<file path="src/sswr_pkg.sv">
package sswr_pkg;

	localparam int PATTERN_ROWS   = 32;
	localparam int ROW_PITCH_LOG2 = 13;
	localparam int SCREEN_WIDTH   = 2048;

	localparam int CLIP_W    = 12;
	localparam int PAT_W     = $clog2(PATTERN_ROWS);
	localparam int WORD_W    = 32;
	localparam int WORD_LOG2 = 5;
	localparam int WORD_BYTES_LOG2 = 7;
	localparam int OFF_W     = 24;
	localparam int COL_W     = (SCREEN_WIDTH > WORD_W) ? $clog2(SCREEN_WIDTH / WORD_W) : 1;
	localparam int XW        = $clog2(SCREEN_WIDTH) + 1;
	localparam int FIFO_DEPTH = 4;
	localparam int PTR_W     = $clog2(FIFO_DEPTH);
	localparam int CNT_W     = $clog2(FIFO_DEPTH + 1);

	localparam int S_DATA_W  = 88;
	localparam int M_DATA_W  = 88;

	localparam logic [WORD_W-1:0] FULL_MASK = '1;

	typedef enum logic [1:0] {
		REG_CLIP_LEFT   = 2'd0,
		REG_CLIP_TOP    = 2'd1,
		REG_CLIP_RIGHT  = 2'd2,
		REG_CLIP_BOTTOM = 2'd3
	} reg_idx_t;

	typedef enum logic {
		MODE_SPAN = 1'b0,
		MODE_LOAD = 1'b1
	} mode_t;

	// one clipped span waiting for the word writer
	typedef struct packed {
		logic [OFF_W-1:0]  row_off;
		logic [COL_W-1:0]  col_first;
		logic [COL_W-1:0]  col_last;
		logic [WORD_W-1:0] first_mask;
		logic [WORD_W-1:0] last_mask;
		logic [WORD_W-1:0] pattern;
		logic              fin;
	} span_t;

endpackage

</file>
<file path="src/sswr_front.sv">
module sswr_front (
	input  logic                        clk,
	input  logic                        arst_n,
	input  logic                        cfg_we,
	input  logic [1:0]                  cfg_addr,
	input  logic [sswr_pkg::CLIP_W-1:0] cfg_wdata,
	input  logic                        in_valid,
	input  logic                        in_mode,
	input  logic [sswr_pkg::S_DATA_W-1:0] in_data,
	input  logic                        in_fin,
	output logic                        push,
	output sswr_pkg::span_t             span
);
	import sswr_pkg::*;

	logic [CLIP_W-1:0] clip_left_q, clip_top_q, clip_right_q, clip_bottom_q;
	logic [WORD_W-1:0] pat_q [PATTERN_ROWS];

	logic signed [15:0] x_in, y_in;
	logic [14:0]        w_in;
	logic [4:0]         pidx_in;
	logic [WORD_W-1:0]  pword_in;

	logic signed [17:0] xv, xs, xe0, xe, right, clv;
	logic               row_ok, span_ok;
	logic [XW-1:0]      xs_u, xe_u, xe_m1;
	logic [PAT_W-1:0]   prow, lrow;
	logic [OFF_W-1:0]   yz;
	logic [WORD_LOG2-1:0] xe_lo;

	assign x_in     = in_data[15:0];
	assign y_in     = in_data[31:16];
	assign w_in     = in_data[46:32];
	assign pidx_in  = in_data[51:47];
	assign pword_in = in_data[83:52];

	always_ff @(posedge clk or negedge arst_n) begin
		if (!arst_n) begin
			clip_left_q   <= '0;
			clip_top_q    <= '0;
			clip_right_q  <= CLIP_W'(SCREEN_WIDTH);
			clip_bottom_q <= CLIP_W'(SCREEN_WIDTH);
		end else if (cfg_we) begin
			case (reg_idx_t'(cfg_addr))
				REG_CLIP_LEFT:   clip_left_q   <= cfg_wdata;
				REG_CLIP_TOP:    clip_top_q    <= cfg_wdata;
				REG_CLIP_RIGHT:  clip_right_q  <= cfg_wdata;
				REG_CLIP_BOTTOM: clip_bottom_q <= cfg_wdata;
				default: ;
			endcase
		end
	end

	assign lrow = PAT_W'(32'(pidx_in) % PATTERN_ROWS);
	assign prow = PAT_W'(32'(unsigned'(y_in)) % PATTERN_ROWS);

	always_ff @(posedge clk or negedge arst_n) begin
		if (!arst_n) begin
			for (int i = 0; i < PATTERN_ROWS; i++)
				pat_q[i] <= '0;
		end else if (in_valid && mode_t'(in_mode) == MODE_LOAD) begin
			pat_q[lrow] <= pword_in;
		end
	end

	always_comb begin
		xv    = 18'(x_in);
		clv   = $signed({6'b0, clip_left_q});
		xs    = (xv < clv) ? clv : xv;
		xe0   = xv + $signed({3'b0, w_in});
		right = (clip_right_q > CLIP_W'(SCREEN_WIDTH)) ? 18'(SCREEN_WIDTH)
		                                              : $signed({6'b0, clip_right_q});
		xe    = (xe0 < right) ? xe0 : right;
		row_ok = ($signed({y_in[15], y_in}) >= $signed({5'b0, clip_top_q}))
		      && ($signed({y_in[15], y_in}) <  $signed({5'b0, clip_bottom_q}));
		// span survives when something is left between the clipped edges
		span_ok = (xe0 > xs) && (right > xs);
		xs_u  = XW'(xs);
		xe_u  = XW'(xe);
		xe_m1 = xe_u - XW'(1);
		xe_lo = xe_u[WORD_LOG2-1:0];
		yz    = OFF_W'(unsigned'(y_in));

		span.row_off    = yz << ROW_PITCH_LOG2;
		span.col_first  = COL_W'(xs_u >> WORD_LOG2);
		span.col_last   = COL_W'(xe_m1 >> WORD_LOG2);
		span.first_mask = FULL_MASK >> xs_u[WORD_LOG2-1:0];
		span.last_mask  = (xe_lo == '0) ? FULL_MASK
		                                : FULL_MASK << (6'(WORD_W) - 6'(xe_lo));
		span.pattern    = pat_q[prow];
		span.fin        = in_fin;

		push = in_valid && mode_t'(in_mode) == MODE_SPAN && row_ok && span_ok;
	end

endmodule

</file>
<file path="src/sswr_fifo.sv">
module sswr_fifo (
	input  logic            clk,
	input  logic            arst_n,
	input  logic            push,
	input  sswr_pkg::span_t wr_span,
	input  logic            pop,
	output sswr_pkg::span_t rd_span,
	output logic            full,
	output logic            empty
);
	import sswr_pkg::*;

	span_t             mem_q [FIFO_DEPTH];
	logic [PTR_W-1:0]  wr_ptr_q, rd_ptr_q;
	logic [CNT_W-1:0]  count_q;

	assign full    = count_q == CNT_W'(FIFO_DEPTH);
	assign empty   = count_q == '0;
	assign rd_span = mem_q[rd_ptr_q];

	always_ff @(posedge clk) begin
		if (push)
			mem_q[wr_ptr_q] <= wr_span;
	end

	always_ff @(posedge clk or negedge arst_n) begin
		if (!arst_n) begin
			wr_ptr_q <= '0;
			rd_ptr_q <= '0;
			count_q  <= '0;
		end else begin
			if (push)
				wr_ptr_q <= (wr_ptr_q == PTR_W'(FIFO_DEPTH - 1)) ? '0 : wr_ptr_q + PTR_W'(1);
			if (pop)
				rd_ptr_q <= (rd_ptr_q == PTR_W'(FIFO_DEPTH - 1)) ? '0 : rd_ptr_q + PTR_W'(1);
			case ({push, pop})
				2'b10:   count_q <= count_q + CNT_W'(1);
				2'b01:   count_q <= count_q - CNT_W'(1);
				default: count_q <= count_q;
			endcase
		end
	end

	a_no_overflow: assert property (@(posedge clk) disable iff (!arst_n) push |-> !full)
		else $error("span queue overflow");
	a_no_underflow: assert property (@(posedge clk) disable iff (!arst_n) pop |-> !empty)
		else $error("span queue underflow");
	a_count_range: assert property (@(posedge clk) disable iff (!arst_n)
		count_q <= CNT_W'(FIFO_DEPTH))
		else $error("span queue count out of range");
	a_ptr_gap: assert property (@(posedge clk) disable iff (!arst_n)
		(count_q == '0) |-> (wr_ptr_q == rd_ptr_q))
		else $error("span queue pointers disagree with count");

endmodule

</file>
<file path="src/sswr_back.sv">
module sswr_back (
	input  logic                          clk,
	input  logic                          arst_n,
	input  sswr_pkg::span_t               head,
	input  logic                          head_empty,
	output logic                          pop,
	output logic                          out_valid,
	input  logic                          out_ready,
	output logic [sswr_pkg::M_DATA_W-1:0] out_data,
	output logic                          out_last,
	output logic                          out_user
);
	import sswr_pkg::*;

	logic [COL_W-1:0] col_q, cur;
	logic             started_q, adv, is_last;
	logic [WORD_W-1:0] mask;
	logic [OFF_W-1:0]  offset;
	logic              valid_q, last_q, user_q;
	logic [M_DATA_W-1:0] data_q;

	always_comb begin
		cur     = started_q ? col_q : head.col_first;
		is_last = cur == head.col_last;
		mask    = FULL_MASK;
		if (cur == head.col_first)
			mask = mask & head.first_mask;
		if (is_last)
			mask = mask & head.last_mask;
		offset  = head.row_off + (OFF_W'(cur) << WORD_BYTES_LOG2);
		// output register free or being drained this cycle
		adv     = !head_empty && (!valid_q || out_ready);
		pop     = adv && is_last;
	end

	always_ff @(posedge clk or negedge arst_n) begin
		if (!arst_n) begin
			valid_q   <= 1'b0;
			started_q <= 1'b0;
			col_q     <= '0;
		end else begin
			if (adv) begin
				valid_q   <= 1'b1;
				started_q <= !is_last;
				col_q     <= cur + COL_W'(1);
			end else if (out_ready) begin
				valid_q <= 1'b0;
			end
		end
	end

	always_ff @(posedge clk) begin
		if (adv) begin
			data_q <= {head.pattern, mask, offset};
			last_q <= is_last;
			user_q <= is_last && head.fin;
		end
	end

	assign out_valid = valid_q;
	assign out_data  = data_q;
	assign out_last  = last_q;
	assign out_user  = user_q;

	a_batch_on_last: assert property (@(posedge clk) disable iff (!arst_n)
		valid_q && user_q |-> last_q)
		else $error("batch end outside last word");
	a_pop_ends_run: assert property (@(posedge clk) disable iff (!arst_n)
		pop |=> !started_q && last_q)
		else $error("span popped before its last word");
	a_started_busy: assert property (@(posedge clk) disable iff (!arst_n)
		started_q |-> !head_empty)
		else $error("mid-span with empty queue");

endmodule

</file>
<file path="src/stipple_span_word_writer.sv">
// Stippled span word writer.
// s_* channel: one beat per item. s_tuser is the mode (0 draw span, 1 load a
// stipple row), s_tlast marks the final span of a batch. Spans are clipped to
// the rectangle in the four clip registers (cfg_we/cfg_addr/cfg_wdata; write
// only while idle) and to the screen's right edge.
// m_* channel: one beat per 32-pixel word touched by the clipped span, left to
// right; m_tlast on the span's last word, m_tuser on that word when the span
// carried s_tlast.
// The accepted span is written into the span queue; its first word is then
// registered into the output register. Throughput: one word per cycle out of
// the back end while m_tready does not stall. Loads, spans clipped away and
// rows outside the rectangle are consumed with their input beat and give no
// beat. A 4-entry span queue sits between the clipping front and the word
// writer, so the input keeps flowing until it fills; s_tready drops only while
// the queue is full. Reset: clip rectangle covers the full screen, all stipple
// rows read zero, queue and output register are empty. A stall on m_tready
// holds the current word and backs up into the queue.
module stipple_span_word_writer (
	input  logic                          clk,
	input  logic                          arst_n,
	input  logic                          cfg_we,
	input  logic [1:0]                    cfg_addr,
	input  logic [sswr_pkg::CLIP_W-1:0]   cfg_wdata,
	input  logic                          s_tvalid,
	output logic                          s_tready,
	// x_start[15:0], y_row[31:16], span_width[46:32], pattern_index[51:47],
	// pattern_word[83:52], zero pad
	input  logic [sswr_pkg::S_DATA_W-1:0] s_tdata,
	input  logic                          s_tlast,  // final_span
	input  logic                          s_tuser,  // mode
	output logic                          m_tvalid,
	input  logic                          m_tready,
	// byte_offset[23:0], write_mask[55:24], pattern_bits[87:56]
	output logic [sswr_pkg::M_DATA_W-1:0] m_tdata,
	output logic                          m_tlast,  // run_last
	output logic                          m_tuser   // batch_end
);
	import sswr_pkg::*;

	span_t  new_span, head_span;
	logic   q_push, q_pop, q_full, q_empty;
	logic   in_beat;

	assign s_tready = !q_full;
	assign in_beat  = s_tvalid && s_tready;

	sswr_front u_front (
		.clk      (clk),
		.arst_n   (arst_n),
		.cfg_we   (cfg_we),
		.cfg_addr (cfg_addr),
		.cfg_wdata(cfg_wdata),
		.in_valid (in_beat),
		.in_mode  (s_tuser),
		.in_data  (s_tdata),
		.in_fin   (s_tlast),
		.push     (q_push),
		.span     (new_span)
	);

	sswr_fifo u_fifo (
		.clk    (clk),
		.arst_n (arst_n),
		.push   (q_push),
		.wr_span(new_span),
		.pop    (q_pop),
		.rd_span(head_span),
		.full   (q_full),
		.empty  (q_empty)
	);

	sswr_back u_back (
		.clk       (clk),
		.arst_n    (arst_n),
		.head      (head_span),
		.head_empty(q_empty),
		.pop       (q_pop),
		.out_valid (m_tvalid),
		.out_ready (m_tready),
		.out_data  (m_tdata),
		.out_last  (m_tlast),
		.out_user  (m_tuser)
	);

endmodule

</file>
<file path="config.mk">
export PLATFORM = sky130hd
export DESIGN_NAME = stipple_span_word_writer
export DESIGN_NICKNAME = d
export VERILOG_FILES = /design/src/sswr_pkg.sv /design/src/sswr_front.sv /design/src/sswr_fifo.sv /design/src/sswr_back.sv /design/src/stipple_span_word_writer.sv
export SDC_FILE = /design/constraint.sdc
export NUM_CORES = 2
export LEC_CHECK = 0
export BUFFER_PORTS_ARGS = -buffer_cell sky130_fd_sc_hd__buf_2
export CAP_MARGIN = 20
export CORE_MARGIN = 10
export CORE_UTILIZATION = 59
export CTS_BUF_LIST = sky130_fd_sc_hd__clkbuf_16
export CTS_CLUSTER_DIAMETER = 150
export DETAILED_ROUTE_END_ITERATION = 8
export PLACE_DENSITY = 0.76
export SLEW_MARGIN = 10
export SYNTH_ARGS = -nofsm -noshare
export SYNTH_HDL_FRONTEND = slang
export SYNTH_HIERARCHICAL = 1
export SYNTH_SLANG_ARGS = --single-unit
</file>
<file path="constraint.sdc">
create_clock -name clk -period 11.4 [get_ports clk]
set_clock_uncertainty 0.05 [all_clocks]
set_input_delay 1.14 -clock clk [delete_from_list [all_inputs] [get_ports clk]]
set_output_delay 1.14 -clock clk [all_outputs]
set_load 0.02 [all_outputs]
</file>
==> impl_metrics.ini <==
[status]
status = finished clean

[yosys]
synth_compound_area_share_pct = 2.129
synth_cell_types = 81
syn_inst = 4404
synth_area_leaders = dfrtp_1 (36%), edfxtp_1 (25%), mux2_2 (16%), mux4_2 (14%), ha_1 (1.8%)
synth_area_um2 = 75500
yosys.area.top_type = dfrtp_1
synthMostInstantiatedCell = mux2_2
synth_edf_count = 622
synth_top_family_by_area = multiplexers
synth_area_per_cell_um2 = 17.14
synth_common_cells = mux2_2 (1101), dfrtp_1 (1085), edfxtp_1 (622), mux4_2 (453), clkbuf_1 (216)
ys_warn_count = 6
synth-seq-cells = 1709
synth_seq_area_share_pct = 60.77
synth-xor-area-share_pct = 0.6612
synthAdderAreaFrac_pct = 1.853
synth_mux_area_share_pct = 30.27
synth_flop_cell = dfrtp_1
yosys.area_share.simple_pct = 1.825
ys_async_sr_fraction_pct = 63.60
synth_top_area_share_pct = 35.96

[cts]
cts_tree = done
hold_buffers = 0
cts_resized = 0
clock_sinks = 1709
cts-buffers-inserted = 170
h-tree-depth = 4
clockBufferDepth = 3
clockRootBuffer = clkbuf_16
cts_setup_buffers = 0
worstSkewPairLatency_ps = 790
clk_pin_slew_ps = 60

[detailed_routing]
routedWlPerCell_um = 27.87
routed_via_density = 6.370
first_iter_violations = 3518
drc = 0
postRouteAntennaNets = 0
wl_um = 175600
num_vias = 40127
first_pass_iters = 6

[job]
cap_violations = 0

[floorplanning]
core_um2 = 127400
rows = 131
start_util_pct = 59.28
ios = 201
die_h_um = 377.7
die_area_um2 = 142700
chipWidth_um = 377.7

[global_routing]
grt-busiest-layer = met2
met2_usage_pct = 41.43
grtUsageMet3_pct = 4.099
track_usage_pct = 24.73
use_met1_pct = 33.84
antenna_found_initial = 12
grt_pass1_wl_um = 266100
overflow = 0
grt_max_degree = 188
grt_pass1_vias = 42058

[layout]
finalNetCount = 4715
finalNonFillerCells = 6299
insertedDiodeCount = 0
layout-drive-gt1-share_pct = 45.59
area_delta_synth_final_pct = 10.22

[sta]
finalMaxSlewViolations = 0
tightest_slew_ps = 1139
maxSlewHeadroom_pct = 23.79
finalSetupViolCount = 0
max_freq_mhz = 130.6
rsz0062_at_grt = no
period_share_pct = 67.17
setup_tns_ps = 0
final-hold-violation-count = 0
period_minus_slack_ps = 7658
timing.hold.ws_ps = 401.8

[worst_setup_path]
crit_fanout = 25
cp-end-kind = register
cp.required_ps = 11780
arrival_ps = 8040
worstSetupStartpointType = input pin
crit_type = in2reg

[power_and_ir_drop]
leakagePower_uw = 0.03486
p_sw_uw = 4195
p_total_uw = 15740
p_per_area_nw_per_um2 = 189.2
internal-power_uw = 11550
p_comb_share_pct = 18.5
ir_worst_vdd_mv = 0.1411
p_seq_share_pct = 47.9
power.share.clock_pct = 33.7
p_sw_share_pct = 26.65

[placed_design]
numPortBuffers = 196
dpl.cell_count = 5985
gp_congestion = 0.8499
dpl.hpwl_um = 101200

[min_path]
hold_path_class = in2async
-- metal layers --
metal / up-vias / routed length, um
li1: 17004 / -
met1: 21713 / 74220
met3: 262 / 9382
met2: 1142 / 87960
met4: 6 / 3959
met5: - / 45
-- critical path: stages --
cell and delay [ps]:
buf_2 160, ha_1 280, fa_1 470, a211oi_2 250, o21ai_0 200, xor2_1 700, ha_1 390, a211oi_1 240
nor2_1 70, a2111oi_0 350, o21ai_0 200, a311o_1 420, o41ai_4 200, buf_4 350, nor2_1 70, a21oi_1 280
ha_1 350, nand2_1 150, mux2i_1 420, ha_1 360, nor2_1 80, nor2_1 510, o21ai_0 360
-- cells by family (layout without fill, tap and decap cells) --
| family | after synthesis | after routing |
|---|---|---|
| simple gates | 274 | 274 |
| xor+xnor | 57 | 57 |
| flops | 1709 | 1709 |
| buf+inv | 443 | 664 |
| other cells | 2 | 14 |
| mux | 1577 | 1577 |
| fa+ha+maj | 110 | 110 |
| compound gates | 232 | 232 |
-- stage by stage --
| stage | utilization [%] | worst slack (ps) | instance area (um2) |
|---|---|---|---|
| after CTS | 65.32 | 3960 | 83190 |
| after global routing | 65.35 | 3335 | 83220 |
| after detailed placement | 61.18 | 3192 | 77910 |
| final | 65.35 | 3742 | 83220 |
| after floorplan | - | 2519 | 75550 |
| after global placement | 61.17 | 2985 | 77910 |
-- cell type report --
type / count / area [um2]
flip-flops and latches: 1709 / 45890
fillers: 8621 / 44130
multi-input cells: 2264 / 27980
clock buffers: 173 / 4329
well taps: 1662 / 2079
repair buffers: 261 / 1649
clock inverters: 140 / 953.4
inverters: 90 / 340.3
-- registers in the layout (all words and copies together) (netlist names), 2 cells and up --
name and cells:
u_fifo/count_q 3, u_front/clip_top_q 12, u_fifo/mem_q 532, u_front/clip_bottom_q 12
u_fifo/rd_ptr_q 2, u_fifo/wr_ptr_q 2, u_front/clip_right_q 12, u_back/out_data 88
u_front/pat_q 1024, u_back/col_q 6, u_front/clip_left_q 12
-- final timing paths --
| kind | depth (start not counted) | endpoint | slack, ps | startpoint |
|---|---|---|---|---|
| worst max-delay path | 23 | u_fifo/mem_q[0][55] | 3740 | s_tdata[0] |
| worst min-delay path | 1 | u_front/pat_q[512] | 400 | arst_n |
| worst max register to register | 27 | u_fifo/mem_q[2][74] | 4100 | u_front/clip_left_q[1] |
| worst min register to register | 2 | u_back/out_valid | 440 | u_fifo/count_q[1] |
| max in group asynchronous | 3 | u_front/pat_q[216] | 8480 | arst_n |
| min in group clk | 2 | u_back/out_valid | 440 | u_fifo/count_q[1] |
-- power by group through the flow --
stage / combinational (uW) / clock [uW] / sequential [uW]
2_1_floorplan: 2100 / 0 / 7590
3_3_place_gp: 2820 / 0 / 7610
3_5_place_dp: 2900 / 0 / 7640
4_1_cts: 2920 / 5400 / 7530
5_1_grt: 3130 / 5650 / 7610
6_report: 2910 / 5300 / 7530
-- layout by cell type (no fill, tap or decap), types with 7 or more instances in the layout --
cell | synthesis | final
a21boi_1 | 7 | 7
a21o_1 | 20 | 20
a21oi_1 | 54 | 54
a21oi_2 | 7 | 7
a31oi_1 | 11 | 11
and3_1 | 7 | 7
buf_12 | 0 | 10
buf_2 | 19 | 191
buf_4 | 27 | 54
bufinv_16 | 0 | 9
clkbuf_16 | 0 | 173
clkinv_1 | 2 | 52
clkinv_2 | 0 | 24
conb_1 | 2 | 14
dfrtp_1 | 1085 | 1083
edfxtp_1 | 622 | 622
ha_1 | 107 | 107
inv_1 | 88 | 126
mux2_2 | 1101 | 1101
mux2i_1 | 20 | 20
mux4_2 | 453 | 453
nand2_1 | 92 | 80
nand2_2 | 0 | 12
nand2b_1 | 10 | 10
nand3_1 | 19 | 19
nand4_1 | 11 | 11
nor2_1 | 65 | 49
nor2_4 | 0 | 16
nor2b_1 | 13 | 10
nor3_1 | 14 | 14
o21ai_0 | 44 | 44
o21ai_1 | 7 | 7
o22a_1 | 29 | 29
xnor2_1 | 39 | 39
xor2_1 | 18 | 18
Power figures use the tool's default switching activity.
